===== src/design/c8rtu_ram.sv =====
// ============================================================================
// c8rtu_ram
// Generic simple dual-port RAM: one write port, one registered read port.
// ============================================================================
module c8rtu_ram #(
  parameter int WIDTH = 8,
  parameter int DEPTH = 16,
  parameter int AW    = $clog2(DEPTH)
) (
  input  logic             clk_i,
  input  logic             we_i,
  input  logic [AW-1:0]    waddr_i,
  input  logic [WIDTH-1:0] wdata_i,
  input  logic [AW-1:0]    raddr_i,
  output logic [WIDTH-1:0] rdata_o
);

  logic [WIDTH-1:0] mem_q [DEPTH];
  logic [WIDTH-1:0] rdata_q;

  // Write, and register the read word
  always_ff @(posedge clk_i) begin
    if (we_i) begin
      mem_q[waddr_i] <= wdata_i;
    end
    rdata_q <= mem_q[raddr_i];
  end

  assign rdata_o = rdata_q;

endmodule


===== config.mk =====
export PLATFORM = sky130hd
export DESIGN_NAME = c8rtu_ram
export DESIGN_NICKNAME = d
export VERILOG_FILES = /design/src/design/c8rtu_ram.sv
export SDC_FILE = /design/constraint.sdc
export NUM_CORES = 1
export LEC_CHECK = 0
export BUFFER_PORTS_ARGS = -buffer_cell sky130_fd_sc_hd__buf_2
export CAP_MARGIN = 20
export CORE_MARGIN = 2
export CORE_UTILIZATION = 31
export CTS_BUF_LIST = sky130_fd_sc_hd__clkbuf_16
export DETAILED_ROUTE_END_ITERATION = 10
export SLEW_MARGIN = 20
export SYNTH_ARGS = -nofsm -noshare
export SYNTH_HDL_FRONTEND = slang
export SYNTH_SLANG_ARGS = --single-unit
export TNS_END_PERCENT = 1

===== constraint.sdc =====
create_clock -name clk_i -period 2.3 [get_ports clk_i]
set_clock_uncertainty 0.05 [all_clocks]
set_input_delay 0.46 -clock clk_i [delete_from_list [all_inputs] [get_ports clk_i]]
set_output_delay 0.46 -clock clk_i [all_outputs]
set_load 0.1 [all_outputs]

==> metrics.csv, run 1 <==
metric,value,unit
tns,0,ns
antenna_found_initial,0,
fill_cells,1451,
cts_buffers,17,
ctsResizeCount,0,
cts-root-buf,clkbuf_16,
syn_to_final_growth,21.8,%
core,16400,µm²
post-route-period-util,0.756,
crit_chain,buf_2,
grt_setup_unrepaired,false,
synth_nets,247,
cp-end-kind,output port,
slew_headroom,0.591,
min_path_type,in2reg,
ir_drop,0.000631,V
start_kind,flip-flop,
vias,2435,
worstSetupPathType,reg2out,
port_buffers,25,
ioPinCount,26,
finalInstanceArea,6270,µm²
drv_slew,0,
clockBufferDepth,2,
yosysWarnings,0,
cp.required,1.79,ns
layout_commonest_cell,edfxtp_1,
gr-usage-all-layers,0.119,
grt_start_max_net_pins,24,
outcome,"complete, no violations",
drt_iter0_markers,272,
powerDensity,961,nW/µm²
synth_area_per_cell,22.5,µm²
worst_pin_slew,0.611,ns
synth_edf_count,128,
drive_gt1_frac,0.314,
crit_slowest_cell,buf_2,
final_cell_mix,"edfxtp_1, buf_2, mux4_2, buf_4, clkbuf_16",
drtPass1Iterations,4,
ys_types,19,
finalCriticalPeriod,1.74,ns
postSynthCellCount,229,
cts.reportedPaths.clkPinSlew,0.06,ns
post-route-drc-count,0,
async_flop_share,0,
ys_ff_latch,136,
clock_latency,0.41,ns
dieArea,17700,µm²
cts_tree,done,
place_congestion,0.785,
fp.dieH,133,µm
synth_seq_area_share,0.778,
p_leak,2.12,nW
h-tree-depth,4,
grt_pass1_wl,14.9,mm
clock_sinks,136,
crit_buf_inv,1,
avgRoutedWirePerCell,19.3,µm
cts_hold_buffers,0,
nNetsFinal,301,
post_cts_buffers,0,
postPlaceCellArea,5640,µm²
rows,47,
slowest_delay,0.45,ns
dp_hpwl,6.59,mm
overflow,0,
viasPerCell,4.72,
fmax,575,MHz
cp_max_fo,1,
start_util,0.314,
diodes,0,
setup_viol,0,
grt_pass1_vias,2512,
hold_violations,0,
die_w,133,µm
cap_viol_max_count,0,
synth_ff_type,edfxtp_1,
syn_area,5150,µm²
routed_wirelength,9.97,mm
ant_nets,0,
path_delay_family,buffers and inverters,
worstPathArrival,1.23,ns
-- worst paths after layout --
| kind | end | slack, ns | cells past startpoint | start |
|---|---|---|---|---|
| min reg2reg | rdata_o[3]$_DFF_P_ | 0.62 | 3 | mem_q[14][3]$_DFFE_PP_ |
| max reg2reg | rdata_o[1]$_DFF_P_ | 0.86 | 3 | mem_q[1][1]$_DFFE_PP_ |
| max | rdata_o[7] | 0.56 | 1 | rdata_o[7]$_DFF_P_ |
| min | mem_q[2][0]$_DFFE_PP_ | 0.39 | 1 | wdata_i[0] |
-- cell families after synthesis --
group / after synthesis / share of synthesized area
AOI/OAI and AO/OA: 16 / 0.0233
buffers and inverters: 10 / 0.0168
DFF: 136 / 0.778
muxes: 32 / 0.150
and+or+nand+nor: 35 / 0.0318
-- final cells by class --
class | count | area, µm² | share of cell area
Clock inverter | 15 | 209 | 0.0333
Multi-Input combinational cell | 83 | 1060 | 0.169
Sequential cell | 136 | 4000 | 0.638
Timing Repair Buffer | 45 | 300 | 0.0479
Clock buffer | 17 | 425 | 0.0678
Tap cell | 220 | 275 | 0.0439
-- synth_stat cells, types with 2 or more instances --
master,instances,share of area
mux4_1,14,0.071
buf_2,3,0.0029
edfxtp_1,128,0.75
mux4_2,18,0.079
nand2b_1,2,0.0024
buf_6,3,0.0066
a22oi_1,16,0.023
clkdlybuf4s25_2,3,0.0058
nor2_1,13,0.0095
nand3b_1,2,0.0029
nand2_1,9,0.0066
nor3_1,4,0.0039
dfxtp_1,8,0.031
-- metal layers --
metal	track usage	up-vias	share of wire	routed length [µm]
met5	0	-	0	0
met4	0.0430	0	0.013	128
met3	0.0364	12	0.062	618
met2	0.187	79	0.48	4780
met1	0.155	1262	0.45	4440
li1	-	1082	-	-
-- through the flow --
step | utilization | hold slack [ns] | cells | setup WS, ns | total power [W]
after floorplan | - | 0.509 | 229 | 0.297 | 0.00310
after global placement | 0.344 | 0.606 | 484 | 0.269 | 0.00321
after detailed placement | 0.344 | 0.612 | 484 | 0.257 | 0.00322
after CTS | 0.382 | 0.373 | 516 | 0.525 | 0.00608
after global routing | 0.382 | 0.377 | 516 | 0.506 | 0.00620
final | 0.382 | 0.388 | 516 | 0.562 | 0.00603
-- where the power goes --
part           internal [W]  total (W)  switching [W]
Clock               0.00191    0.00286       0.000953
Combinational      0.000112   0.000375       0.000263
Sequential          0.00277    0.00279      0.0000176
-- state kept, by name, summed over array words and instances, names as in the netlist --
signal / cells
mem_q: 128
rdata_o: 8
(Power assumes the default switching activity.)
==> inputs of run 2 (changes only) <==
==> constraint.sdc (replaced) <==
create_clock -name clk_i -period 1.6 [get_ports clk_i]
set_clock_uncertainty 0.05 [all_clocks]
set_input_delay 0.32 -clock clk_i [delete_from_list [all_inputs] [get_ports clk_i]]
set_output_delay 0.32 -clock clk_i [all_outputs]
set_load 0.1 [all_outputs]
==> run 2 against run 1 <==
Effect of this change:
- die area unchanged
- register-to-register slack worse by 0.67 ns
- sequential share of layout area shrank 0.88 points
- critical path depth stayed put
- non-clock buffer count up 12
- sequential cell count stayed put
- total power grew 42%
- clock power up 39%
==> metrics.csv, run 2 (synthesis gave the netlist of run 1 again) <==
metric,value,unit,change
min_path_type,in2reg,,
tns,0,ns,unchanged
cts_buffers,17,,unchanged
p_leak,2.16,nW,+2.1%
drtPass1Iterations,4,,unchanged
setup_viol,0,,unchanged
slew_headroom,0.379,,-0.212
finalCriticalPeriod,1.53,ns,
grt_pass1_wl,15.6,mm,+4.4%
overflow,0,,unchanged
p_total,0.00853,W,+42%
core,16400,µm²,unchanged
outcome,"complete, no violations",,
grt_setup_unrepaired,false,,
post-route-period-util,0.955,,
clock_sinks,136,,unchanged
largest_reg_flops,128,,unchanged
hold_violations,0,,unchanged
hold_slack,0.237,ns,-0.151 ns
fp.dieH,133,µm,unchanged
crit_buf_inv,1,,unchanged
routed_wirelength,10.2,mm,+2.7%
rows,47,,unchanged
layout_setup_ws,0.0712,ns,-0.490 ns
worstSetupPathType,reg2out,,
antenna_found_initial,0,,unchanged
worst_pin_slew,0.928,ns,+0.317 ns
cts.reportedPaths.clkPinSlew,0.06,ns,about the same
utilization,0.388,,+0.00534
cp-end-kind,output port,,
layout_commonest_cell,edfxtp_1,,
cts_hold_buffers,0,,unchanged
fmax,654,MHz,
place_congestion,0.741,,-5.6%
ant_nets,0,,unchanged
worstPathArrival,1.16,ns,-0.07 ns
place_ws,-0.206,ns,-0.462 ns
dp_hpwl,6.69,mm,+1.6%
diodes,0,,unchanged
cap_viol_max_count,0,,unchanged
drive_gt1_frac,0.341,,+0.0267
largest_register,mem_q,,
cts_tree,done,,
path_delay_family,buffers and inverters,,
ioPinCount,26,,unchanged
viasPerCell,4.68,,-0.75%
h-tree-depth,4,,unchanged
drt_iter0_markers,193,,-29%
fill_cells,1455,,+0.28%
ir_drop,0.000880,V,+39%
cp_max_fo,1,,unchanged
powerDensity,1340,nW/µm²,+40%
grt_start_max_net_pins,17,,-29%
cts-root-buf,clkbuf_16,,
crit_chain,buf_2,,
start_kind,flip-flop,,
syn_to_final_growth,23.5,%,
crit_slowest_cell,buf_2,,
vias,2473,,+1.6%
nNetsFinal,313,,+4.0%
final_cell_mix,"edfxtp_1, buf_4, buf_2",,
post-route-drc-count,0,,unchanged
clockBufferDepth,2,,unchanged
avgRoutedWirePerCell,19.4,µm,+0.33%
port_buffers,25,,unchanged
gr-usage-all-layers,0.124,,+0.00515
slowest_delay,0.43,ns,-0.02 ns
dieArea,17700,µm²,unchanged
clock_latency,0.40,ns,about the same
start_util,0.314,,unchanged
drv_slew,0,,unchanged
die_w,133,µm,unchanged
cp.required,1.23,ns,-0.56 ns
grt_pass1_vias,2625,,+4.5%
==> run 2: final timing paths <==
kind | from | end | slack, ns | depth (start not counted)
setup / recovery | rdata_o[4]$_DFF_P_ | rdata_o[4] | 0.07 | 1
hold / removal | wdata_i[2] | mem_q[4][2]$_DFFE_PP_ | 0.24 | 1
setup reg to reg | mem_q[0][7]$_DFFE_PP_ | rdata_o[7]$_DFF_P_ | 0.19 | 3
hold reg to reg | mem_q[11][3]$_DFFE_PP_ | rdata_o[3]$_DFF_P_ | 0.62 | 3
==> run 2: cell type report <==
cell class | instances | area [µm²] | area share
Clock inverter | 15 | 184 | 0.0289
Clock buffer | 17 | 425 | 0.0669
Sequential cell | 136 | 4000 | 0.630
Multi-Input combinational cell | 83 | 1060 | 0.167
Tap cell | 220 | 275 | 0.0433
Timing Repair Buffer | 57 | 408 | 0.0641
==> run 2: report_power, final <==
part / leakage [nW] / total [W] / internal [W] / switching [W]
clock network: 0.289 / 0.00397 / 0.00258 / 0.00139
logic: 0.650 / 0.000562 / 0.000182 / 0.000380
registers: 1.22 / 0.00401 / 0.00398 / 0.0000223
total: 2.16 / 0.00853 / 0.00675 / 0.00179
==> run 2: per-stage QoR <==
step	instance area [µm²]	instances
global placement	5740	496
finish	6360	528
CTS	6360	528
floorplan	5150	229
global route	6360	528
detailed placement	5740	496
==> run 2: what timing repair did <==
| action | in CTS | in global routing |
|---|---|---|
| gates resized for setup | 1 | 1 |
| buffers inserted | 0 | 0 |
| setup endpoints to repair | 1 | 1 |
| pin swaps | 0 | 0 |
==> run 2: metal layers <==
metal | up-vias | track usage | part of all wire
li1 | 1101 | - | -
met1 | 1288 | 0.173 | 0.46
met2 | 72 | 0.185 | 0.46
met3 | 12 | 0.0349 | 0.067
met4 | 0 | 0.0448 | 0.010
met5 | - | 0 | 0
==> inputs of run 3 (changes only) <==
--- a/config.mk
+++ b/config.mk
@@ -7,12 +7,15 @@
 export LEC_CHECK = 0
 export BUFFER_PORTS_ARGS = -buffer_cell sky130_fd_sc_hd__buf_2
 export CAP_MARGIN = 20
+export CELL_PAD_IN_SITES_DETAIL_PLACEMENT = 0
+export CELL_PAD_IN_SITES_GLOBAL_PLACEMENT = 1
 export CORE_MARGIN = 2
 export CORE_UTILIZATION = 31
 export CTS_BUF_LIST = sky130_fd_sc_hd__clkbuf_16
 export DETAILED_ROUTE_END_ITERATION = 10
+export PLACE_DENSITY_LB_ADDON = 0.1
 export SLEW_MARGIN = 20
 export SYNTH_ARGS = -nofsm -noshare
 export SYNTH_HDL_FRONTEND = slang
 export SYNTH_SLANG_ARGS = --single-unit
-export TNS_END_PERCENT = 1
+export TNS_END_PERCENT = 10
==> run 3 against run 2 <==
Effect of this change:
- die area unchanged
- sequential share of layout area unchanged
- final cell count increased by 0.95%
- highest routed layer unchanged
- clock-buffer cell count unchanged
- setup slack got worse by 0.035 ns
==> metrics.csv, run 3 (synthesis gave the netlist of run 1 again) <==
metric,value,unit,change
outcome,"complete, no violations",,
cp_max_fo,1,,unchanged
worst_pin_slew,0.855,ns,-0.0728 ns
grt_pass1_vias,2584,,-1.6%
cp-end-kind,output port,,
dp_hpwl,7.62,mm,+14%
overflow,0,,unchanged
rows,47,,unchanged
place_ws,-0.352,ns,-0.146 ns
final_cell_mix,"edfxtp_1, buf_4, buf_2",,
powerDensity,1300,nW/µm²,-2.9%
path_delay_family,buffers and inverters,,
h-tree-depth,4,,unchanged
ctsResizeCount,1,,unchanged
largest_register,mem_q,,
hold_slack,0.249,ns,+0.0122 ns
min_path_type,in2reg,,
grt_setup_unrepaired,false,,
finalCriticalPeriod,1.56,ns,+0.0349 ns
wl_met1,5.49,mm,+16%
post-route-period-util,0.977,,+0.0218
drive_gt1_frac,0.345,,+0.00414
avgRoutedWirePerCell,21.4,µm,+10%
viasPerCell,4.62,,-1.4%
crit_buf_inv,1,,unchanged
grt_start_max_net_pins,17,,unchanged
cts_buffers,17,,unchanged
wl_met2,5.41,mm,+15%
gr-usage-all-layers,0.139,,+0.0157
port_buffers,25,,unchanged
cts.reportedPaths.clkPinSlew,0.06,ns,about the same
dr_wl_met3,367,µm,-46%
core,16400,µm²,unchanged
clockBufferDepth,2,,unchanged
dieArea,17700,µm²,unchanged
hold_violations,0,,unchanged
worstPathArrival,1.19,ns,+0.03 ns
clock_sinks,136,,unchanged
fill_cells,1506,,+3.5%
cap_viol_max_count,0,,unchanged
start_util,0.314,,unchanged
drv_slew,0,,unchanged
nNetsFinal,318,,+1.6%
vias,2462,,-0.44%
crit_chain,buf_2,,
die_w,133,µm,unchanged
grt_pass1_wl,17.2,mm,+10%
post-route-drc-count,0,,unchanged
place_congestion,0.682,,-8.0%
p_leak,2.17,nW,+0.47%
start_kind,flip-flop,,
slew_headroom,0.429,,+0.0496
cp.required,1.23,ns,about the same
drt_iter0_markers,155,,-20%
cts_tree,done,,
largest_reg_flops,128,,unchanged
drtPass1Iterations,4,,unchanged
fp.dieH,133,µm,unchanged
worstSetupPathType,reg2out,,
clock_power_share,0.445,,-0.020
slowest_delay,0.43,ns,about the same
crit_slowest_cell,buf_2,,
ant_nets,0,,unchanged
layout_commonest_cell,edfxtp_1,,
dp_cells,501,,+1.0%
clock_latency,0.41,ns,about the same
setup_viol,0,,unchanged
p_sw,0.00184,W,+3.2%
layout_setup_ws,0.0363,ns,-0.0349 ns
antenna_found_initial,0,,unchanged
swShare,0.223,,+0.0131
routed_wirelength,11.4,mm,+11%
cts-root-buf,clkbuf_16,,
ioPinCount,26,,unchanged
routed.top_layer,met4,,
diodes,0,,unchanged
pwr-share-comb,0.072,,+0.006
syn_to_final_growth,23.5,%,unchanged
power.internal,0.00644,W,-4.5%
ir_drop,0.000725,V,-18%
cts_hold_buffers,0,,unchanged
layout.cells.non_filler,533,,+0.95%
fmax,640,MHz,-2.2%
share_seq_of_total_power,0.484,,+0.015
post_cts_buffers,0,,unchanged
run 3: changes by cell type in the layout (fill, tap and decap cells not counted):
cell / delta
buf_12: +1
buf_4: +4
bufinv_16: -2
clkinv_1: +3
clkinv_4: +1
clkinvlp_4: -2
inv_1: -1
inv_6: +1
run 3: final timing paths:
| kind | startpoint | end | slack [ns] | cells after the start |
|---|---|---|---|---|
| worst max-delay path | rdata_o[5]$_DFF_P_ | rdata_o[5] | 0.04 | 1 |
| worst min-delay path | wdata_i[0] | mem_q[2][0]$_DFFE_PP_ | 0.25 | 1 |
| worst min register to register | mem_q[14][5]$_DFFE_PP_ | rdata_o[5]$_DFF_P_ | 0.63 | 3 |
| worst max register to register | mem_q[1][1]$_DFFE_PP_ | rdata_o[1]$_DFF_P_ | 0.13 | 3 |
run 3: power groups by stage:
stage	clock (W)	combinational [W]	sequential (W)
6_report	0.00368	0.000594	0.00401
3_5_place_dp	0	0.000602	0.00408
3_3_place_gp	0	0.000599	0.00408
2_1_floorplan	0	0.000202	0.00425
4_1_cts	0.00377	0.000604	0.00401
5_1_grt	0.00393	0.000633	0.00401
run 3: routing by layer:
| layer | up-vias | GRT usage |
|---|---|---|
| li1 | 1124 | - |
| met1 | 1278 | 0.197 |
| met2 | 50 | 0.208 |
| met3 | 10 | 0.0368 |
| met4 | 0 | 0.0520 |
| met5 | - | 0 |
run 3: metrics by stage:
| step | power (W) | TNS [ns] | instance area, µm² | util |
|---|---|---|---|---|
| floorplan | 0.00445 | -1.02 | 5150 | - |
| global placement | 0.00468 | -3.15 | 5790 | 0.353 |
| detailed placement | 0.00468 | -3.62 | 5790 | 0.353 |
| CTS | 0.00838 | 0 | 6360 | 0.387 |
| global route | 0.00857 | 0 | 6360 | 0.388 |
| finish | 0.00828 | 0 | 6360 | 0.388 |
run 3: area by class of cell:
type | instances | area (µm²) | area share
tap | 220 | 275 | 0.0433
clock inverter | 15 | 134 | 0.0211
clock buffer | 17 | 425 | 0.0669
timing repair buffer | 62 | 458 | 0.0720
sequential | 136 | 4000 | 0.630
multi-input combinational | 83 | 1060 | 0.167
