$ cat config.mk
export PLATFORM = sky130hd
export DESIGN_NAME = c8rtu_ctrl
export DESIGN_NICKNAME = d
export VERILOG_FILES = /design/src/design/c8rtu_pkg.sv /design/src/design/c8rtu_ctrl.sv
export SDC_FILE = /design/constraint.sdc
export NUM_CORES = 1
export LEC_CHECK = 0
export BUFFER_PORTS_ARGS = -buffer_cell sky130_fd_sc_hd__buf_2
export CAP_MARGIN = 25
export CORE_MARGIN = 4
export CORE_UTILIZATION = 48
export DETAILED_ROUTE_END_ITERATION = 16
export PLACE_DENSITY = 0.86
export SLEW_MARGIN = 20
export SYNTH_ARGS = -nofsm -noshare
export SYNTH_HDL_FRONTEND = slang
export SYNTH_SLANG_ARGS = --single-unit
$ cat constraint.sdc
create_clock -name clk_i -period 2.87 [get_ports clk_i]
set_clock_uncertainty 0.15 [all_clocks]
set_input_delay 0 -clock clk_i [delete_from_list [all_inputs] [get_ports clk_i]]
set_output_delay 0 -clock clk_i [all_outputs]
set_load 0.02 [all_outputs]
$ cat src/design/c8rtu_pkg.sv
// ============================================================================
// c8rtu_pkg
// Shared types and constants of the CHIP-8 register transfer unit.
// ============================================================================
package c8rtu_pkg;

  // Default geometry
  localparam int MEM_DEPTH_DEF = 4096;
  localparam int FONT_BASE_DEF = 80;

  // Fixed field widths
  localparam int ADDR_W   = 12;
  localparam int BYTE_W   = 8;
  localparam int NIB_W    = 4;
  localparam int WORD_W   = 16;
  localparam int FUNC_W   = 4;
  localparam int DEST_W   = 2;

  // Register file: V0..VF in the lower half, flag bytes in the upper half
  localparam int RF_DEPTH = 32;
  localparam int RF_AW    = 5;

  // Operation codes
  typedef enum logic [FUNC_W-1:0] {
    FUNC_SETREG = 4'd0,
    FUNC_SETIDX = 4'd1,
    FUNC_DUMP   = 4'd2,
    FUNC_DUMPN  = 4'd3,
    FUNC_LOAD   = 4'd4,
    FUNC_LOADN  = 4'd5,
    FUNC_MOVE   = 4'd6,
    FUNC_FONT   = 4'd7,
    FUNC_PDUMP  = 4'd8,
    FUNC_PLOAD  = 4'd9,
    FUNC_HOST   = 4'd10
  } func_e;

  // Result destination codes
  typedef enum logic [DEST_W-1:0] {
    DEST_REG  = 2'd0,
    DEST_MEM  = 2'd1,
    DEST_FLAG = 2'd2,
    DEST_IDX  = 2'd3
  } dest_e;

  // Access request to the register file
  typedef struct packed {
    logic              we;
    logic [RF_AW-1:0]  waddr;
    logic [BYTE_W-1:0] wdata;
    logic              re;
    logic [RF_AW-1:0]  raddr;
  } rf_req_t;

endpackage

$ cat src/design/c8rtu_ctrl.sv
// ============================================================================
// c8rtu_ctrl
// Sequencer: memory clear sweep, read issue stage, write-back stage,
// index register and result register.
// ============================================================================
module c8rtu_ctrl #(
  parameter int MEM_DEPTH = c8rtu_pkg::MEM_DEPTH_DEF,
  parameter int FONT_BASE = c8rtu_pkg::FONT_BASE_DEF,
  parameter int MEM_AW    = $clog2(MEM_DEPTH)
) (
  input  logic                           clk_i,
  input  logic                           rst_ni,
  input  logic                           start_i,
  output logic                           busy_o,
  input  logic [c8rtu_pkg::FUNC_W-1:0]   func_i,
  input  logic [c8rtu_pkg::WORD_W-1:0]   instr_word_i,
  input  logic [c8rtu_pkg::ADDR_W-1:0]   host_addr_i,
  input  logic [c8rtu_pkg::BYTE_W-1:0]   host_data_i,
  output c8rtu_pkg::rf_req_t             rf_req_o,
  input  logic [c8rtu_pkg::BYTE_W-1:0]   rf_rdata_i,
  output logic                           mem_we_o,
  output logic [MEM_AW-1:0]              mem_waddr_o,
  output logic [c8rtu_pkg::BYTE_W-1:0]   mem_wdata_o,
  output logic [MEM_AW-1:0]              mem_raddr_o,
  input  logic [c8rtu_pkg::BYTE_W-1:0]   mem_rdata_i,
  output logic                           result_valid_o,
  output logic [c8rtu_pkg::DEST_W-1:0]   dest_o,
  output logic [c8rtu_pkg::NIB_W-1:0]    reg_num_o,
  output logic [c8rtu_pkg::BYTE_W-1:0]   value_o,
  output logic [c8rtu_pkg::ADDR_W-1:0]   mem_addr_o,
  output logic [c8rtu_pkg::ADDR_W-1:0]   index_value_o,
  output logic                           last_o
);
  import c8rtu_pkg::*;

  // Reduction of a 12-bit address to a cell: four compare-subtract steps
  localparam int CELL_W = MEM_AW + 4;
  localparam logic [CELL_W-1:0] DEPTH_V  = CELL_W'(MEM_DEPTH);
  localparam logic [MEM_AW-1:0] CLR_LAST = MEM_AW'(MEM_DEPTH - 1);
  localparam logic [ADDR_W-1:0] FONT_V   = ADDR_W'(FONT_BASE);

  function automatic logic [MEM_AW-1:0] cell_of(input logic [ADDR_W-1:0] addr);
    logic [CELL_W-1:0] v;
    v = CELL_W'(addr);
    for (int k = 3; k >= 0; k--) begin
      if (v >= (DEPTH_V << k)) begin
        v = v - (DEPTH_V << k);
      end
    end
    return v[MEM_AW-1:0];
  endfunction

  typedef enum logic [2:0] {
    ST_IDLE  = 3'b001,
    ST_CLEAR = 3'b010,
    ST_RUN   = 3'b100
  } state_e;

  state_e              state_q, state_d;
  logic [MEM_AW-1:0]   clr_addr_q;

  // Item latched when a valid function code is accepted
  func_e               func_q;
  logic [NIB_W-1:0]    x_q, y_q;
  logic [BYTE_W-1:0]   nn_q;
  logic [ADDR_W-1:0]   host_addr_q;
  logic [BYTE_W-1:0]   host_data_q;
  logic [ADDR_W-1:0]   base_q;
  logic [ADDR_W-1:0]   index_q, index_d;

  // Issue stage
  logic [NIB_W-1:0]    i_q;
  logic                multi;
  logic                a_last;
  logic [ADDR_W-1:0]   a_addr;
  logic                run;
  logic                rd_re;
  logic [RF_AW-1:0]    rd_addr;

  // Write-back stage
  logic                b_v_q;
  logic [NIB_W-1:0]    b_i_q;
  logic                b_last_q;
  logic [ADDR_W-1:0]   b_a_q;
  logic [MEM_AW-1:0]   b_cell_q;

  logic                accept, go;
  logic                font_wr;
  logic [ADDR_W-1:0]   font_addr;
  logic [ADDR_W-1:0]   idx_cur;
  logic                b_mem_we;
  logic [BYTE_W-1:0]   b_mem_wdata;

  // Result register
  logic                out_valid_q;
  dest_e               out_dest_q, o_dest;
  logic [NIB_W-1:0]    out_reg_q, o_reg;
  logic [BYTE_W-1:0]   out_val_q, o_val;
  logic [ADDR_W-1:0]   out_addr_q, o_addr;
  logic [ADDR_W-1:0]   out_idx_q, o_idx;
  logic                out_last_q;

  assign run    = (state_q == ST_RUN);
  assign busy_o = (state_q != ST_IDLE);
  assign accept = start_i && (state_q == ST_IDLE);
  assign go     = accept && (func_i <= FUNC_HOST);

  // Issue stage: element address, end of walk, read requests
  always_comb begin
    multi = 1'b0;
    case (func_q)
      FUNC_DUMP, FUNC_DUMPN, FUNC_LOAD, FUNC_LOADN, FUNC_PDUMP, FUNC_PLOAD: begin
        multi = 1'b1;
      end
      default: multi = 1'b0;
    endcase
  end

  assign a_last = multi ? (i_q == x_q) : 1'b1;
  assign a_addr = (func_q == FUNC_HOST) ? host_addr_q : (base_q + ADDR_W'(i_q));
  assign mem_raddr_o = cell_of(a_addr);

  always_comb begin
    rd_re   = 1'b0;
    rd_addr = '0;
    case (func_q)
      FUNC_DUMP, FUNC_DUMPN, FUNC_PDUMP: begin
        rd_re   = run;
        rd_addr = {1'b0, i_q};
      end
      FUNC_MOVE: begin
        rd_re   = run;
        rd_addr = {1'b0, y_q};
      end
      FUNC_FONT: begin
        rd_re   = run;
        rd_addr = {1'b0, x_q};
      end
      FUNC_PLOAD: begin
        rd_re   = run;
        rd_addr = {1'b1, i_q};
      end
      default: ;
    endcase
  end

  // Font sprite address from the low digit of VX
  assign font_addr = FONT_V + {6'b0, rf_rdata_i[NIB_W-1:0], 2'b00}
                   + {8'b0, rf_rdata_i[NIB_W-1:0]};

  // Write-back stage: perform the write and build the result word
  always_comb begin
    rf_req_o.re    = rd_re;
    rf_req_o.raddr = rd_addr;
    rf_req_o.we    = 1'b0;
    rf_req_o.waddr = '0;
    rf_req_o.wdata = '0;
    b_mem_we       = 1'b0;
    b_mem_wdata    = rf_rdata_i;
    font_wr        = 1'b0;
    o_dest         = DEST_REG;
    o_reg          = '0;
    o_val          = '0;
    o_addr         = '0;
    if (b_v_q) begin
      case (func_q)
        FUNC_SETREG: begin
          rf_req_o.we    = 1'b1;
          rf_req_o.waddr = {1'b0, x_q};
          rf_req_o.wdata = nn_q;
          o_reg          = x_q;
          o_val          = nn_q;
        end
        FUNC_SETIDX: begin
          o_dest = DEST_IDX;
        end
        FUNC_DUMP, FUNC_DUMPN: begin
          b_mem_we = 1'b1;
          o_dest   = DEST_MEM;
          o_reg    = b_i_q;
          o_val    = rf_rdata_i;
          o_addr   = b_a_q;
        end
        FUNC_LOAD, FUNC_LOADN: begin
          rf_req_o.we    = 1'b1;
          rf_req_o.waddr = {1'b0, b_i_q};
          rf_req_o.wdata = mem_rdata_i;
          o_reg          = b_i_q;
          o_val          = mem_rdata_i;
        end
        FUNC_MOVE: begin
          rf_req_o.we    = 1'b1;
          rf_req_o.waddr = {1'b0, x_q};
          rf_req_o.wdata = rf_rdata_i;
          o_reg          = x_q;
          o_val          = rf_rdata_i;
        end
        FUNC_FONT: begin
          font_wr = 1'b1;
          o_dest  = DEST_IDX;
          o_reg   = x_q;
        end
        FUNC_PDUMP: begin
          rf_req_o.we    = 1'b1;
          rf_req_o.waddr = {1'b1, b_i_q};
          rf_req_o.wdata = rf_rdata_i;
          o_dest         = DEST_FLAG;
          o_reg          = b_i_q;
          o_val          = rf_rdata_i;
        end
        FUNC_PLOAD: begin
          rf_req_o.we    = 1'b1;
          rf_req_o.waddr = {1'b0, b_i_q};
          rf_req_o.wdata = rf_rdata_i;
          o_reg          = b_i_q;
          o_val          = rf_rdata_i;
        end
        FUNC_HOST: begin
          b_mem_we    = 1'b1;
          b_mem_wdata = host_data_q;
          o_dest      = DEST_MEM;
          o_val       = host_data_q;
          o_addr      = b_a_q;
        end
        default: ;
      endcase
    end
  end

  // Index forwarding: a font result lands in the same cycle as a new accept
  assign idx_cur = font_wr ? font_addr : index_q;
  assign o_idx   = idx_cur;

  always_comb begin
    index_d = idx_cur;
    if (go) begin
      case (func_e'(func_i))
        FUNC_SETIDX:          index_d = instr_word_i[ADDR_W-1:0];
        FUNC_DUMP, FUNC_LOAD: index_d = idx_cur + ADDR_W'(instr_word_i[11:8]) + ADDR_W'(1);
        default:              index_d = idx_cur;
      endcase
    end
  end

  // Memory port: clear sweep or write-back
  always_comb begin
    if (state_q == ST_CLEAR) begin
      mem_we_o    = 1'b1;
      mem_waddr_o = clr_addr_q;
      mem_wdata_o = '0;
    end else begin
      mem_we_o    = b_mem_we;
      mem_waddr_o = b_cell_q;
      mem_wdata_o = b_mem_wdata;
    end
  end

  // Next state
  always_comb begin
    state_d = state_q;
    case (state_q)
      ST_CLEAR: if (clr_addr_q == CLR_LAST) state_d = ST_IDLE;
      ST_IDLE:  if (go) state_d = ST_RUN;
      ST_RUN:   if (a_last) state_d = ST_IDLE;
      default:  state_d = ST_CLEAR;
    endcase
  end

  // Control registers
  always_ff @(posedge clk_i or negedge rst_ni) begin
    if (!rst_ni) begin
      state_q     <= ST_CLEAR;
      clr_addr_q  <= '0;
      index_q     <= '0;
      i_q         <= '0;
      b_v_q       <= 1'b0;
      out_valid_q <= 1'b0;
    end else begin
      state_q     <= state_d;
      index_q     <= index_d;
      b_v_q       <= run;
      out_valid_q <= b_v_q;
      if (state_q == ST_CLEAR) begin
        clr_addr_q <= clr_addr_q + MEM_AW'(1);
      end
      if (go) begin
        i_q <= '0;
      end else if (run) begin
        i_q <= i_q + NIB_W'(1);
      end
    end
  end

  // Item and pipeline payload
  always_ff @(posedge clk_i) begin
    if (go) begin
      func_q      <= func_e'(func_i);
      x_q         <= instr_word_i[11:8];
      y_q         <= instr_word_i[7:4];
      nn_q        <= instr_word_i[7:0];
      host_addr_q <= host_addr_i;
      host_data_q <= host_data_i;
      base_q      <= idx_cur;
    end
    b_i_q      <= i_q;
    b_last_q   <= a_last;
    b_a_q      <= a_addr;
    b_cell_q   <= mem_raddr_o;
    out_dest_q <= o_dest;
    out_reg_q  <= o_reg;
    out_val_q  <= o_val;
    out_addr_q <= o_addr;
    out_idx_q  <= o_idx;
    out_last_q <= b_last_q;
  end

  assign result_valid_o = out_valid_q;
  assign dest_o         = out_dest_q;
  assign reg_num_o      = out_reg_q;
  assign value_o        = out_val_q;
  assign mem_addr_o     = out_addr_q;
  assign index_value_o  = out_idx_q;
  assign last_o         = out_last_q;

`ifndef NO_ASSERTIONS
  // No write-back may run while the memory is being cleared
  a_clear_quiet: assert property (@(posedge clk_i) disable iff (!rst_ni)
    (state_q == ST_CLEAR) |-> !b_v_q)
    else $error("write-back during memory clear");

  // An accepted operation starts its walk at element zero
  a_go_run: assert property (@(posedge clk_i) disable iff (!rst_ni)
    go |=> (state_q == ST_RUN) && (i_q == '0))
    else $error("accepted operation did not start");

  // Write-back never passes the last register of the walk
  a_walk_bound: assert property (@(posedge clk_i) disable iff (!rst_ni)
    b_v_q |-> (b_i_q <= x_q))
    else $error("element index beyond X");

  // The final write-back happens with the issue stage already idle
  a_last_idle: assert property (@(posedge clk_i) disable iff (!rst_ni)
    (b_v_q && b_last_q) |-> (state_q == ST_IDLE))
    else $error("issue stage still active at final write-back");
`endif

endmodule

==> results.py <==
metrics = {
    "run_status": {
        "status": "complete, no violations",
    },
    "cells_and_area": {
        "utilization_pct": 66.92,
        "n_antenna_cell": 0,
        "syn_to_final_growth_pct": 35.81,
        "layout.nets": 889,
        "drive_gt1_share_pct": 28.50,
    },
    "place": {
        "io_buffers": 148,
        "dpl.hpwl_mm": 12.37,
        "gp_congestion": 0.9500,
        "dp_slack_ns": 0.1143,
    },
    "clocking": {
        "cts_tree": "built",
        "htreeDepth": 4,
        "cts_buffers": 17,
        "clock-sinks": 137,
        "cts.clk_slew.worst_paths_ns": 0.06,
        "insertion_delay_ns": 0.41,
        "clockRootBuffer": "clkbuf_16",
        "clk_path_buf_depth": 2,
    },
    "route": {
        "wl_per_cell_um": 19.59,
        "ant_nets": 0,
        "drt_iter0_markers": 749,
        "num_vias": 5987,
        "drc": 0,
        "viasPerCell": 5.987,
        "firstDrtPassIters": 6,
        "wl_mm": 19.59,
    },
    "worst_setup_path": {
        "worstSetupPathType": "reg2out",
        "crit_family": "compound AO/OA/AOI/OAI gates",
        "cp.arrival_ns": 2.64,
        "critPathMaxStageDelay_ns": 0.49,
        "critical_path.startpoint_type": "flop",
        "cp-end-kind": "output port",
        "critical_path_peak_fanout": 8,
        "path_cells": "ha_1, a21o_1, a21oi_2, or4_1, a31oi_1, buf_2",
        "crit_slowest_cell": "or4_1",
        "critPathBufInv": 1,
        "critPathRequiredTime_ns": 2.72,
    },
    "sta": {
        "finalSetupViolCount": 0,
        "slew-limit-headroom_pct": 32.78,
        "fin_ws_ns": 0.08162,
        "max_freq_mhz": 358.6,
        "holdWs_ns": 0.06185,
        "slew_violations": 0,
        "hold_violations": 0,
        "worst_pin_slew_ns": 1.002,
        "fin_crit_ns": 2.788,
        "post-route-period-util_pct": 97.16,
    },
    "hold_path": {
        "holdCritPathClass": "in2async",
    },
    "grt": {
        "antenna_found_initial": 0,
        "grt_pass1_wl_mm": 29.66,
        "first_global_vias": 5842,
        "grtUsageTotal_pct": 25.77,
        "grt-ovfl-total": 0,
        "grt_max_degree": 60,
    },
    "synth": {
        "synthDistinctLibCells": 69,
        "synth_area_per_cell_um2": 10.52,
        "yosys_warnings": 0,
        "ys.flop_type": "dfxtp_1",
        "async_flop_share_pct": 24.09,
        "postSynthCellCount": 596,
        "synth_enable_flop_cells": 48,
        "syn_area_um2": 6269,
        "seq_area_frac_synth_pct": 54.07,
        "ys_ff_latch": 137,
        "synth.net_count": 670,
    },
    "power": {
        "p_leak_nw": 3.719,
        "powerDensity_nw_per_um2": 507.9,
        "peakVddDrop_mv": 0.3750,
        "power_mw": 4.323,
    },
    "job": {
        "cap_violations": 0,
    },
    "die": {
        "dieArea_um2": 14950,
        "die_x_um": 122.3,
        "initial_utilization_pct": 49.27,
        "fp.dieH_um": 122.3,
        "fp-row-count": 41,
        "io-pin-count": 153,
        "core_um2": 12720,
    },
}
## cell families (layout without fill, tap and decap cells)
family	after synthesis	after routing	share of synthesized area, %
flip-flops	137	137	54.07
XOR/XNOR	32	32	4.471
buffers and inverters	53	285	3.513
AND/OR/NAND/NOR	190	190	15.35
multiplexers	22	22	3.812
AO/OA/AOI/OAI	147	147	15.43
adder cells (fa/ha/maj)	15	15	3.353
## report_power, final
group	leakage, nW	switching, mW	internal [mW]	total, mW
clock network	0.285	0.831	1.26	2.10
registers	1.28	0.00105	2.01	2.02
logic	2.15	0.104	0.109	0.212
## registers in the layout (all words and copies together) (netlist names), 8 cells and up
signal	count
mem_addr_o	12
host_data_q	8
b_cell_q	12
index_q	12
clr_addr_q	12
base_q	12
value_o	8
host_addr_q	12
index_value_o	12
## layer usage
metal	global-route usage, %	part of all wire (%)	wire, um
met3	6.359	8.6	1690
met4	13.37	5.7	1124
met5	0	0	0
met1	29.90	36	7060
met2	44.14	50	9712
## synthesized netlist by cell type, types with 3 or more instances
cell type  count  share of area, %
a211oi_1       5              0.60
a21o_1         3              0.36
a21oi_1       45               3.6
a22o_1         5              0.70
a22oi_1       20               2.4
a31oi_1        4              0.40
a32oi_1        5              0.70
and2_1        19               1.9
and3_1         9              0.90
buf_1          4              0.24
buf_2          4              0.32
clkbuf_1      17               1.0
dfrtp_1       32                13
dfxtp_1       56                18
edfxtp_1      48                23
fa_1           3              0.96
ha_1          12               2.4
inv_1         24               1.4
mux2_2        15               2.7
mux2i_1        7               1.1
nand2_1       63               3.8
nand2b_1       5              0.50
nand3_1       17               1.4
nand4_1        7              0.70
nor2_1        30               1.8
nor2b_1       10               1.0
nor3_1         9              0.72
o211ai_1       7              0.84
o21ai_0       21               1.7
o21ai_1        3              0.24
o22ai_1        3              0.30
o31ai_1        4              0.48
o41a_1         3              0.54
or4_1          4              0.48
xnor2_1       19               2.7
xor2_1        13               1.8
## area by class of cell
cell class                 count  area, um2
timing repair buffer         229       1501
tap                          172      215.2
clock inverter                 8      55.05
sequential                   137       3391
multi-input combinational    406       2745
fill                         897       4209
inverter                      24      90.09
clock buffer                  24      515.5
## path summary, 6_finish.rpt
kind,startpoint,to,slack (ns),depth (start not counted)
setup / recovery,i_q[2],mem_raddr_o[11],0.08,6
hold / removal,rst_ni,index_q[6],0.06,2
setup reg to reg,func_q[1],value_o[7],0.10,6
hold reg to reg,b_last_q,last_o,0.18,0
max in group asynchronous,rst_ni,i_q[1],1.94,2
min in group clk_i,host_data_i[1],host_data_q[1],0.15,2
## what timing repair did
action,4_1_cts,5_1_grt
endpoints found under the setup margin,1,10
endpoints found under the hold margin,96,0
pin swaps,0,2
cloned,0,0
hold buffers,56,0
buffers inserted,0,1
gates resized for setup,1,11
## per-stage QoR
step / instance area [um2] / cells / TNS (ns)
2_1_floorplan: 6307 / 596 / -0.03306
3_3_place_gp: 7326 / 911 / 0
3_5_place_dp: 7326 / 911 / 0
4_1_cts: 8462 / 999 / 0
5_1_grt: 8513 / 1000 / -0.005410
6_report: 8513 / 1000 / 0
## cell usage in the layout (no fill, tap or decap), types with 10 or more instances in the layout
cell,synthesis,routed
buf_2,4,148
ha_1,12,10
dfxtp_1,56,56
o21ai_0,21,19
dfrtp_1,32,31
and2_1,19,19
nand2_1,63,62
inv_1,24,23
clkbuf_16,0,20
xnor2_1,19,19
xor2_1,13,13
nor2_1,30,29
buf_4,2,24
dlygate4sd3_1,0,56
nand3_1,17,17
edfxtp_1,48,48
a21oi_1,45,44
mux2_2,15,14
a22oi_1,20,20
Note: power is estimated with default switching activity, not from simulation.
