$ cat config.mk
export PLATFORM = sky130hd
export DESIGN_NAME = c8rtu_regfile
export DESIGN_NICKNAME = d
export VERILOG_FILES = /design/src/design/c8rtu_pkg.sv /design/src/design/c8rtu_ram.sv /design/src/design/c8rtu_regfile.sv
export SDC_FILE = /design/constraint.sdc
export NUM_CORES = 1
export LEC_CHECK = 0
export BUFFER_PORTS_ARGS = -buffer_cell sky130_fd_sc_hd__buf_2
export CAP_MARGIN = 20
export CORE_UTILIZATION = 60
export DETAILED_ROUTE_END_ITERATION = 7
export PLACE_DENSITY = 0.73
export SETUP_SLACK_MARGIN = 0.4
export SLEW_MARGIN = 5
export SYNTH_ARGS = -nofsm -noshare
export SYNTH_HDL_FRONTEND = slang
export SYNTH_SLANG_ARGS = --single-unit
$ cat constraint.sdc
create_clock -name clk_i -period 3.14 [get_ports clk_i]
set_input_delay 0.314 -clock clk_i [delete_from_list [all_inputs] [get_ports clk_i]]
set_output_delay 0.314 -clock clk_i [all_outputs]
set_load 0.005 [all_outputs]
$ cat src/design/c8rtu_pkg.sv
// ============================================================================
// c8rtu_pkg
// Shared types and constants of the CHIP-8 register transfer unit.
// ============================================================================
package c8rtu_pkg;

  // Default geometry
  localparam int MEM_DEPTH_DEF = 4096;
  localparam int FONT_BASE_DEF = 80;

  // Fixed field widths
  localparam int ADDR_W   = 12;
  localparam int BYTE_W   = 8;
  localparam int NIB_W    = 4;
  localparam int WORD_W   = 16;
  localparam int FUNC_W   = 4;
  localparam int DEST_W   = 2;

  // Register file: V0..VF in the lower half, flag bytes in the upper half
  localparam int RF_DEPTH = 32;
  localparam int RF_AW    = 5;

  // Operation codes
  typedef enum logic [FUNC_W-1:0] {
    FUNC_SETREG = 4'd0,
    FUNC_SETIDX = 4'd1,
    FUNC_DUMP   = 4'd2,
    FUNC_DUMPN  = 4'd3,
    FUNC_LOAD   = 4'd4,
    FUNC_LOADN  = 4'd5,
    FUNC_MOVE   = 4'd6,
    FUNC_FONT   = 4'd7,
    FUNC_PDUMP  = 4'd8,
    FUNC_PLOAD  = 4'd9,
    FUNC_HOST   = 4'd10
  } func_e;

  // Result destination codes
  typedef enum logic [DEST_W-1:0] {
    DEST_REG  = 2'd0,
    DEST_MEM  = 2'd1,
    DEST_FLAG = 2'd2,
    DEST_IDX  = 2'd3
  } dest_e;

  // Access request to the register file
  typedef struct packed {
    logic              we;
    logic [RF_AW-1:0]  waddr;
    logic [BYTE_W-1:0] wdata;
    logic              re;
    logic [RF_AW-1:0]  raddr;
  } rf_req_t;

endpackage

$ cat src/design/c8rtu_ram.sv
// ============================================================================
// c8rtu_ram
// Generic simple dual-port RAM: one write port, one registered read port.
// ============================================================================
module c8rtu_ram #(
  parameter int WIDTH = 8,
  parameter int DEPTH = 16,
  parameter int AW    = $clog2(DEPTH)
) (
  input  logic             clk_i,
  input  logic             we_i,
  input  logic [AW-1:0]    waddr_i,
  input  logic [WIDTH-1:0] wdata_i,
  input  logic [AW-1:0]    raddr_i,
  output logic [WIDTH-1:0] rdata_o
);

  logic [WIDTH-1:0] mem_q [DEPTH];
  logic [WIDTH-1:0] rdata_q;

  // Write, and register the read word
  always_ff @(posedge clk_i) begin
    if (we_i) begin
      mem_q[waddr_i] <= wdata_i;
    end
    rdata_q <= mem_q[raddr_i];
  end

  assign rdata_o = rdata_q;

endmodule

$ cat src/design/c8rtu_regfile.sv
// ============================================================================
// c8rtu_regfile
// General registers and flag bytes in one RAM; per-entry valid bits make
// never-written entries read as zero after reset.
// ============================================================================
module c8rtu_regfile (
  input  logic                           clk_i,
  input  logic                           rst_ni,
  input  c8rtu_pkg::rf_req_t             req_i,
  output logic [c8rtu_pkg::BYTE_W-1:0]   rdata_o
);
  import c8rtu_pkg::*;

  logic [RF_DEPTH-1:0] valid_q;
  logic                rvalid_q;
  logic [BYTE_W-1:0]   ram_rdata;

  c8rtu_ram #(
    .WIDTH (BYTE_W),
    .DEPTH (RF_DEPTH),
    .AW    (RF_AW)
  ) u_ram (
    .clk_i   (clk_i),
    .we_i    (req_i.we),
    .waddr_i (req_i.waddr),
    .wdata_i (req_i.wdata),
    .raddr_i (req_i.raddr),
    .rdata_o (ram_rdata)
  );

  // Mark entries written, track validity of the word being read
  always_ff @(posedge clk_i or negedge rst_ni) begin
    if (!rst_ni) begin
      valid_q  <= '0;
      rvalid_q <= 1'b0;
    end else begin
      if (req_i.we) begin
        valid_q[req_i.waddr] <= 1'b1;
      end
      rvalid_q <= valid_q[req_i.raddr];
    end
  end

  // Mask stale RAM contents of entries never written
  assign rdata_o = rvalid_q ? ram_rdata : '0;

`ifndef NO_ASSERTIONS
  // A read never targets the entry written in the same cycle
  a_no_rw_same: assert property (@(posedge clk_i) disable iff (!rst_ni)
    (req_i.we && req_i.re) |-> (req_i.waddr != req_i.raddr))
    else $error("register file read and write collide");
`endif

endmodule

==> results of run 1 <==
final timing paths:
check	startpoint	end	cells past startpoint
max	req_i[2]	u_ram.rdata_o[7]	5
min	req_i[3]	u_ram.rdata_o[0]	2
max reg2reg	valid_q[24]	rvalid_q	3
min reg2reg	valid_q[1]	valid_q[1]	1
max in group asynchronous	rst_ni	valid_q[0]	2
min in group asynchronous	rst_ni	valid_q[26]	2
layout by cell type, fill, tap and decap left out, types with 2 or more instances in the layout:
cell type    n
nand3_1      2
or3b_2       3
or2_2       28
dfxtp_1      8
clkbuf_1    10
nor2_1      33
buf_2       27
buf_4        2
clkinv_1     3
edfxtp_1   256
dfrtp_1     33
mux4_2      90
and2_1       8
clkbuf_8     6
clkbuf_16   29
mux2_2       9
nand3b_1     5
o21bai_1     4
bufinv_16    2
buf_12       3
where the power goes:
part           internal (mW)  switching (mW)
logic                  0.295           0.286
registers               4.44          0.0676
clock network           2.00            1.36
total                   6.73            1.71
logic make-up (layout without fill, tap and decap cells):
| family | count (synthesis) | count (layout) | synth area share |
|---|---|---|---|
| and+or+nand+nor | 81 | 81 | 0.0380 |
| muxes | 99 | 99 | 0.187 |
| buffers and inverters | 22 | 85 | 0.0101 |
| AOI/OAI and AO/OA | 4 | 4 | 0.00264 |
| DFF | 297 | 297 | 0.762 |
area by class of cell:
class                           count  area (sq um)  share of cell area
Clock buffer                       45           846              0.0666
Clock inverter                      7          83.8             0.00660
Multi-Input combinational cell    184          2590               0.204
Sequential cell                   297          8670               0.683
Tap cell                          229           287              0.0226
Timing Repair Buffer               33           220              0.0173
worst register-to-register path, stage by stage, from the launching register on:
cell     delay (ps)
dfrtp_1         390
mux4_2          510
mux4_2          530
mux2_2          300
routing by layer:
metal,GRT usage,vias up,share of wire
li1,-,2154,-
met1,0.386,2765,0.45
met2,0.354,195,0.46
met3,0.0341,31,0.069
met4,0.0602,0,0.017
met5,0,-,0
synth_stat cells (all sizes together):
master | n | share of area
nand2 | 1 | 0.00033
or3b | 3 | 0.0023
or2 | 28 | 0.015
dfxtp | 8 | 0.014
dfrtp | 33 | 0.073
mux4 | 90 | 0.18
mux2 | 9 | 0.0089
or3 | 1 | 0.00055
o21bai | 4 | 0.0026
nor2 | 33 | 0.011
nand3 | 2 | 0.00088
clkbuf | 9 | 0.0030
edfxtp | 256 | 0.68
and2 | 8 | 0.0044
buf | 13 | 0.0071
nand3b | 5 | 0.0033
registers in the layout, indices dropped and copies added (netlist names):
name,count
u_ram.mem_q,256
valid_q,32
rvalid_q,1
u_ram.rdata_o,8
stage by stage:
step / utilization / hold slack (ps) / worst slack (ps) / power (mW) / std cells
2_1_floorplan: - / 18.4 / 1060 / 4.93 / 503
3_3_place_gp: 0.644 / 423 / 723 / 5.13 / 742
3_5_place_dp: 0.644 / 449 / 685 / 5.17 / 742
4_1_cts: 0.695 / 204 / 1260 / 8.49 / 795
5_1_grt: 0.695 / 232 / 1210 / 8.68 / 795
6_report: 0.695 / 229 / 1250 / 8.44 / 795
==> impl_results.md, run 1 <==
- Initial Util: 0.623
- CP Capture Type: flip-flop
- CTS sink count: 297
- Filler cells: 1114
- Via density: 6.47
- Die height: 140 um
- Hold Buf Count CTS: 1
- Worst setup SP type: input port
- RePlAce Congestion: 0.783
- Die area: 19500 sq um
- DP HPWL: 13.1 mm
- Pwr/cell area: 665 nW/um^2
- Ratio of cells with drive above 1 in the final layout: 0.355
- P_leak: 4.14 nW
- Post-CTS Resized: 0
- First drt pass iteration count: 5
- Synth unique cells: 19
- Rows: 49
- Crit-path cells: buf_2 > buf_12 > mux4_2 > mux4_2 > mux2_2
- Final TNS setup: 0 ps
- Total CTS buffers: 28
- Net count after synthesis: 525
- Remaining antenna violation count after routing: 0
- Synth warn: 0
- Buf/Inv on CP: 2
- Routed WL: 22.0 mm
- Layout area overhead: 11.6%
- Mapped Cells: 503
- Crit path time final: 1890 ps
- Slew headroom: 0.397
- Fin Clk Skew: 8.11 ps
- Core area: 18300 sq um
- Crit-path most repeated cell: mux4_2
- Period utilisation layout: 0.602
- GRT Util Overall: 0.240
- Post-CTS setup buffer count: 0
- Worst path top cell family by delay: multiplexers
- CTS root buf: clkbuf_16
- CTS tree: done
- Critical path peak fanout: 30
- Port bufs: 28
- Skew-Pair Late Insertion Delay: 530 ps
- CTS max path bufs: 3
- Critical Path AT: 2310 ps
- Post-DR wirelength/cell: 27.7 um
- R2R Setup Slk: 1290 ps
- CP max-delay cell: buf_2
- Initial antenna violation count: 0
- Fin. Hold Viols: 0
- Clock slew at reported path FFs: 60 ps
- Worst EP required: 3560 ps
- H-tree levels: 1
- Fmax: 0.529 GHz
- Vias post-DR: 5145
- IO Pins: 30
- Post-synthesis sequential area ratio: 0.762
- Setup violations, final: 0
- Antenna diodes: 0
- #FFs+latches synth: 297
- Final Instance Area: 12700 sq um
- Max incr delay on CP: 490 ps
- Worst Max-Slew Pin Slew: 901 ps
- CP Class: in -> reg
- First-pass GRT wire length: 33.4 mm
- Max Cap Violations: 0
- Largest net degree at the start of global routing: 52
- Status: finished clean
- Remaining Overflow, GRT: 0
- Worst vdd ir: 0.385 mV
- Detailed Route Iter0 Violations: 584
- Slew Viols, Final: 0
- Placed Area: 11800 sq um
- Die width: 140 um
- Mapped Avg Cell Area: 22.6 sq um
- Hold/Removal Path Class: in -> reg
- Synth Cell Area: 11400 sq um
- Fin nets: 566
- Number of global-route vias before repair: 5278
- RSZ-0062 raised after global routing: false
- Drc violations: 0
Note: power is estimated with default switching activity, not from simulation.
==> run 2, diff against run 1 <==
--- a/config.mk
+++ b/config.mk
@@ -7,9 +7,9 @@
 export LEC_CHECK = 0
 export BUFFER_PORTS_ARGS = -buffer_cell sky130_fd_sc_hd__buf_2
 export CAP_MARGIN = 20
-export CORE_UTILIZATION = 60
+export CORE_UTILIZATION = 56
 export DETAILED_ROUTE_END_ITERATION = 7
-export PLACE_DENSITY = 0.73
+export PLACE_DENSITY = 0.72
 export SETUP_SLACK_MARGIN = 0.4
 export SLEW_MARGIN = 5
 export SYNTH_ARGS = -nofsm -noshare
==> constraint.sdc (replaced) <==
create_clock -name clk_i -period 1.71 [get_ports clk_i]
set_input_delay 0.171 -clock clk_i [delete_from_list [all_inputs] [get_ports clk_i]]
set_output_delay 0.171 -clock clk_i [all_outputs]
set_load 0.005 [all_outputs]
==> impl_results.md, run 2 (synthesis gave the netlist of run 1 again) <==
- Status: complete, but fails checks (was finished clean)
- Failing checks: negative setup slack
- CP Capture Type: flip-flop (unchanged)
- Placed Area: 12400 sq um (was 11800 sq um)
- Placed insts: 818 (was 742)
- Total CTS buffers: 29 (was 28)
- Period utilisation layout: 1.07
- Max Cap Violations: 0 (unchanged)
- Layout area overhead: 18.1% (was 11.6%)
- Vias post-DR: 5391 (was 5145)
- Largest net degree at the start of global routing: 34 (was 52)
- Final TNS setup: -883 ps (was 0 ps)
- Routed WL: 24.0 mm (was 22.0 mm)
- Pwr/cell area: 1190 nW/um^2 (was 665 nW/um^2)
- Grt peak-use layer: met2 (was met1)
- Setup WS post-layout: -127 ps (was 1250 ps)
- H-tree levels: 1 (unchanged)
- Final Instance Area: 13400 sq um (was 12700 sq um)
- P_leak: 4.47 nW (was 4.14 nW)
- Core area: 19700 sq um (was 18300 sq um)
- Critical path peak fanout: 1 (was 30)
- Setup violations, final: 9 (was 0)
- Die area: 20900 sq um (was 19500 sq um)
- Die height: 145 um (was 140 um)
- CTS sink count: 297 (unchanged)
- Number of global-route vias before repair: 5663 (was 5278)
- Slew headroom: 0.424 (was 0.397)
- Pwr Total: 16.0 mW (was 8.44 mW)
- Worst EP required: 2130 ps (was 3560 ps)
- Commonest cells after routing, fill and taps aside: edfxtp_1 (256), mux4_2 (90), dfrtp_1 (32) (was edfxtp_1 (256), mux4_2 (90), nor2_1 (33), dfrtp_1 (33), clkbuf_16 (29))
- Leading cell type in the layout, fill and taps excluded: edfxtp_1 (unchanged)
- CP max-delay cell: mux4_2 (was buf_2)
- GRT met2 Usage: 0.380 (was 0.354)
- Fmax: 0.544 GHz
- GRT Util Overall: 0.252 (was 0.240)
- Pre-CTS setup slack: -417 ps (was 685 ps)
- Max reg flops: 256 (unchanged)
- Worst Max-Slew Pin Slew: 865 ps (was 901 ps)
- Via density: 6.19 (was 6.47)
- Fin nets: 607 (was 566)
- RePlAce Congestion: 0.782 (was 0.783)
- Slew Viols, Final: 0 (unchanged)
- Met1 track demand over resource: 0.355 (was 0.386)
- First-pass GRT wire length: 35.8 mm (was 33.4 mm)
- Detailed Route Iter0 Violations: 437 (was 584)
- CTS root buf: clkbuf_16 (unchanged)
- Remaining Overflow, GRT: 0 (unchanged)
- Post-DR wirelength/cell: 27.5 um (was 27.7 um)
- CP Class: reg -> reg (was in -> reg)
- Hold/Removal Path Class: in -> reg (unchanged)
- Crit path time final: 1840 ps
- Port bufs: 28 (unchanged)
- Antenna diodes: 0 (unchanged)
- CTS tree: done (unchanged)
- Die width: 145 um (was 140 um)
- Clock slew at reported path FFs: 60 ps (about the same)
- Skew-Pair Late Insertion Delay: 530 ps (about the same)
- Worst setup SP type: flip-flop (was input port)
- Ratio of cells with drive above 1 in the final layout: 0.447 (was 0.355)
- IO Pins: 30 (unchanged)
- Fin. Hold Viols: 0 (unchanged)
- Fin Clk Skew: 6.71 ps (was 8.11 ps)
- Critical Path AT: 2260 ps (was 2310 ps)
- First drt pass iteration count: 4 (was 5)
- DP HPWL: 14.9 mm (was 13.1 mm)
- Crit-path cells: mux4_2 > mux4_2 > mux2_4 (was buf_2 > buf_12 > mux4_2 > mux4_2 > mux2_2)
- Rows: 51 (was 49)
- Initial antenna violation count: 0 (unchanged)
- Initial Util: 0.577 (was 0.623)
- Worst vdd ir: 1.19 mV (was 0.385 mV)
- Largest Register: u_ram.mem_q (unchanged)
- Remaining antenna violation count after routing: 0 (unchanged)
- CTS max path bufs: 3 (unchanged)
- Worst path top cell family by delay: multiplexers (unchanged)
- Drc violations: 0 (unchanged)
- Finished Layout Cells: 871 (was 795)
- RSZ-0062 raised after global routing: true (was false)
- Buf/Inv on CP: 0 (was 2)
- M3 GR Usage: 0.0626 (was 0.0341)
- Crit-path most repeated cell: mux4_2 (unchanged)
- Max incr delay on CP: 550 ps (was 490 ps)
## run 2: routing by layer
metal	share of wire	up-vias	wire length [um]
li1	-	2237	-
met1	0.40	2868	9680
met2	0.48	239	11500
met3	0.088	47	2110
met4	0.030	0	719
met5	0	-	0
## run 2: final timing paths
check / startpoint / end / slack [ps] / depth (start not counted)
worst min register to register: valid_q[31] / valid_q[31] / 460 / 1
worst max-delay path: u_ram.mem_q[29][4] / u_ram.rdata_o[4] / -130 / 3
min in group asynchronous: rst_ni / valid_q[2] / 300 / 2
max in group asynchronous: rst_ni / rvalid_q / 820 / 2
worst min-delay path: req_i[3] / u_ram.rdata_o[4] / 120 / 2
worst max register to register: u_ram.mem_q[29][4] / u_ram.rdata_o[4] / -130 / 3
## run 2: stage by stage
stage | hold WS [ps] | util
2_1_floorplan | -125 | -
3_3_place_gp | 277 | 0.627
3_5_place_dp | 313 | 0.627
4_1_cts | 92.8 | 0.679
5_1_grt | 108 | 0.682
6_report | 117 | 0.682
## run 2: repair_timing
action | CTS | global route
setup buffers | 0 | 0
hold endpoints to repair | 33 | 0
endpoints found under the setup margin | 17 | 17
resized for setup | 6 | 14
hold buffers | 1 | 0
## run 2: power by group
| part | switching (mW) | total [mW] | internal [mW] |
|---|---|---|---|
| Clock | 2.55 | 6.49 | 3.94 |
| Combinational | 0.561 | 1.24 | 0.680 |
| Sequential | 0.144 | 8.30 | 8.15 |
| Total | 3.25 | 16.0 | 12.8 |
## run 2: layout make-up
type,instances,area [sq um]
Clock buffer,35,768
Multi-Input combinational cell,184,2740
Tap cell,265,332
Fill cell,1176,6280
Sequential cell,297,8670
Timing Repair Buffer,73,708
Clock inverter,17,215
==> run 3, diff against run 2 <==
--- a/config.mk
+++ b/config.mk
@@ -10,6 +10,7 @@
 export CORE_UTILIZATION = 56
 export DETAILED_ROUTE_END_ITERATION = 7
 export PLACE_DENSITY = 0.72
+export REMOVE_ABC_BUFFERS = 1
 export SETUP_SLACK_MARGIN = 0.4
 export SLEW_MARGIN = 5
 export SYNTH_ARGS = -nofsm -noshare
==> impl_results.md, run 3 (synthesis gave the netlist of run 1 again) <==
- Status: complete, but fails checks (unchanged)
- Failing checks: negative setup slack (unchanged)
- R2R Setup Slk: -110 ps (was -130 ps)
- Final TNS setup: -658 ps (was -883 ps)
- Largest net degree at the start of global routing: 34 (unchanged)
- Period utilisation layout: 1.07 (about the same)
- Max incr delay on CP: 540 ps (was 550 ps)
- Leading cell type in the layout, fill and taps excluded: edfxtp_1 (unchanged)
- Worst Max-Slew Pin Slew: 786 ps (was 865 ps)
- CTS max path bufs: 3 (unchanged)
- Clock slew at reported path FFs: 60 ps (about the same)
- Core area: 19700 sq um (unchanged)
- First-pass GRT wire length: 35.4 mm (was 35.8 mm)
- Remaining antenna violation count after routing: 0 (unchanged)
- RePlAce Congestion: 0.752 (was 0.782)
- Setup WS post-layout: -113 ps (was -127 ps)
- Routed WL: 23.8 mm (was 24.0 mm)
- CTS sink count: 297 (unchanged)
- GRT Util Overall: 0.246 (was 0.252)
- Max Cap Violations: 0 (unchanged)
- Switching share of power: 0.208 (was 0.203)
- Via density: 6.05 (was 6.19)
- Worst setup startpoint: u_ram.mem_q[6][1] (was u_ram.mem_q[29][4])
- Worst vdd ir: 0.785 mV (was 1.19 mV)
- First drt pass iteration count: 5 (was 4)
- P_int: 12.1 mW (was 12.8 mW)
- Reg2Reg Depth: 3 (unchanged)
- Post-CTS setup buffer count: 0 (unchanged)
- Fin nets: 613 (was 607)
- Hold WS: 125 ps (was 117 ps)
- Combinational Power Share: 0.073 (was 0.077)
- CP max-delay cell: mux4_2 (unchanged)
- Crit-path cells: mux4_2 > mux4_2 > mux2_4 (unchanged)
- Fmax: 0.549 GHz (was 0.544 GHz)
- Remaining Overflow, GRT: 0 (unchanged)
- Pwr Total: 15.3 mW (was 16.0 mW)
- Ratio of cells with drive above 1 in the final layout: 0.413 (was 0.447)
- Filler cells: 1246 (was 1176)
- Post-DR wirelength/cell: 27.1 um (was 27.5 um)
- FF-to-FF Start: u_ram.mem_q[6][1] (was u_ram.mem_q[29][4])
- Hold/Removal Path Class: in -> reg (unchanged)
- H-tree levels: 1 (unchanged)
- P_leak: 4.44 nW (was 4.47 nW)
- Initial antenna violation count: 0 (unchanged)
- Initial Util: 0.577 (unchanged)
- Layout area overhead: 15.8% (was 18.1%)
- Setup violations, final: 9 (unchanged)
- CP Capture Type: flip-flop (unchanged)
- Slew Viols, Final: 0 (unchanged)
- Skew-Pair Late Insertion Delay: 540 ps (was 530 ps)
- Hold Path Cell Cnt: 3 (was 2)
- HP Start: req_i[15] (was req_i[3])
- Fin. Hold Viols: 0 (unchanged)
- Drc violations: 0 (unchanged)
- Placed insts: 824 (was 818)
- Fin Clk Skew: 15.5 ps (was 6.71 ps)
- Net Sw Power: 3.18 mW (was 3.25 mW)
- Flop pwr share: 0.542 (was 0.518)
- CTS root buf: clkbuf_16 (unchanged)
- WHS Endpoint: valid_q[16] (was u_ram.rdata_o[4])
- Finished Layout Cells: 877 (was 871)
- Critical Path AT: 2250 ps (was 2260 ps)
- Buf/Inv on CP: 0 (unchanged)
- Vias post-DR: 5309 (was 5391)
- DP HPWL: 14.8 mm (was 14.9 mm)
- Die area: 20900 sq um (unchanged)
- RSZ-0062 raised after global routing: true (unchanged)
- Die width: 145 um (unchanged)
- CP Class: reg -> reg (unchanged)
- Antenna diodes: 0 (unchanged)
- Rows: 51 (unchanged)
- Total CTS buffers: 29 (unchanged)
- Worst setup SP type: flip-flop (unchanged)
- Crit path time final: 1820 ps (was 1840 ps)
- Worst path top cell family by delay: multiplexers (unchanged)
- Commonest cells after routing, fill and taps aside: edfxtp_1 (256), mux4_2 (90), buf_4 (40) (was edfxtp_1 (256), mux4_2 (90), dfrtp_1 (32))
- IO Pins: 30 (unchanged)
- Crit-path most repeated cell: mux4_2 (unchanged)
- Worst r2r dst: u_ram.rdata_o[1] (was u_ram.rdata_o[4])
- Max reg flops: 256 (unchanged)
- Detailed Route Iter0 Violations: 528 (was 437)
- Port bufs: 28 (unchanged)
- Slew headroom: 0.476 (was 0.424)
- Largest Register: u_ram.mem_q (unchanged)
- Critical path peak fanout: 1 (unchanged)
- Number of global-route vias before repair: 5409 (was 5663)
- Worst EP required: 2140 ps (was 2130 ps)
- Die height: 145 um (unchanged)
- Clock share of power: 0.384 (was 0.405)
- Pwr/cell area: 1160 nW/um^2 (was 1190 nW/um^2)
- CTS tree: done (unchanged)
run 3: cell count changes in the layout (fill, tap and decap cells not counted), moves of 4 or more:
cell       change
and2_1         +6
and2_4         -6
buf_12         -4
buf_2          +6
buf_4         +10
buf_6          -6
bufinv_16      -4
clkinv_2       +4
nor2_1        +17
nor2_4        -14
run 3: worst min-delay path: stages:
cell and delay (ps):
buf_2 100, or3b_2 250, o21bai_1 90
run 3: stage by stage:
stage | setup slack, ps | instance area [sq um] | util
after floorplan | 82.5 | 11300 | -
after global placement | -441 | 12300 | 0.621
after detailed placement | -443 | 12300 | 0.621
after CTS | -111 | 13200 | 0.668
after global routing | -128 | 13200 | 0.668
final | -113 | 13200 | 0.668
run 3: how the worst max path moves through the flow:
stage	end	slack, ps	cells after the start
final	u_ram.rdata_o[1]	-110	3
after global routing	u_ram.rdata_o[1]	-130	3
after CTS	u_ram.rdata_o[1]	-110	3
after detailed placement	u_ram.rdata_o[6]	-440	6
after global placement	u_ram.rdata_o[5]	-440	6
after floorplan	rvalid_q	80	3
run 3: per-layer routing:
metal | track usage | part of all wire | vias up
met2 | 0.365 | 0.46 | 221
met1 | 0.385 | 0.44 | 2803
met4 | 0.0626 | 0.018 | 0
li1 | - | - | 2256
met5 | 0 | 0 | -
met3 | 0.0391 | 0.076 | 29
run 3: what timing repair did:
| action | CTS | global route |
|---|---|---|
| gates resized for setup | 8 | 1 |
| hold buffers | 1 | 0 |
| pin swaps | 0 | 0 |
| hold endpoints to repair | 33 | 0 |
| endpoints found under the setup margin | 17 | 17 |
run 3: cell type report:
class	count	area, sq um	share of cell area
Timing Repair Buffer	79	666	0.0505
Multi-Input combinational cell	184	2630	0.199
Tap cell	265	332	0.0252
Clock inverter	17	115	0.00873
Sequential cell	297	8670	0.658
Clock buffer	35	768	0.0583
run 3: power groups by stage:
stage	logic (mW)	clock network [mW]	registers [mW]
2_1_floorplan	0.589	0	8.37
3_3_place_gp	1.07	0	8.41
3_5_place_dp	1.11	0	8.43
4_1_cts	1.14	5.95	8.28
5_1_grt	1.21	6.26	8.31
6_report	1.12	5.87	8.29
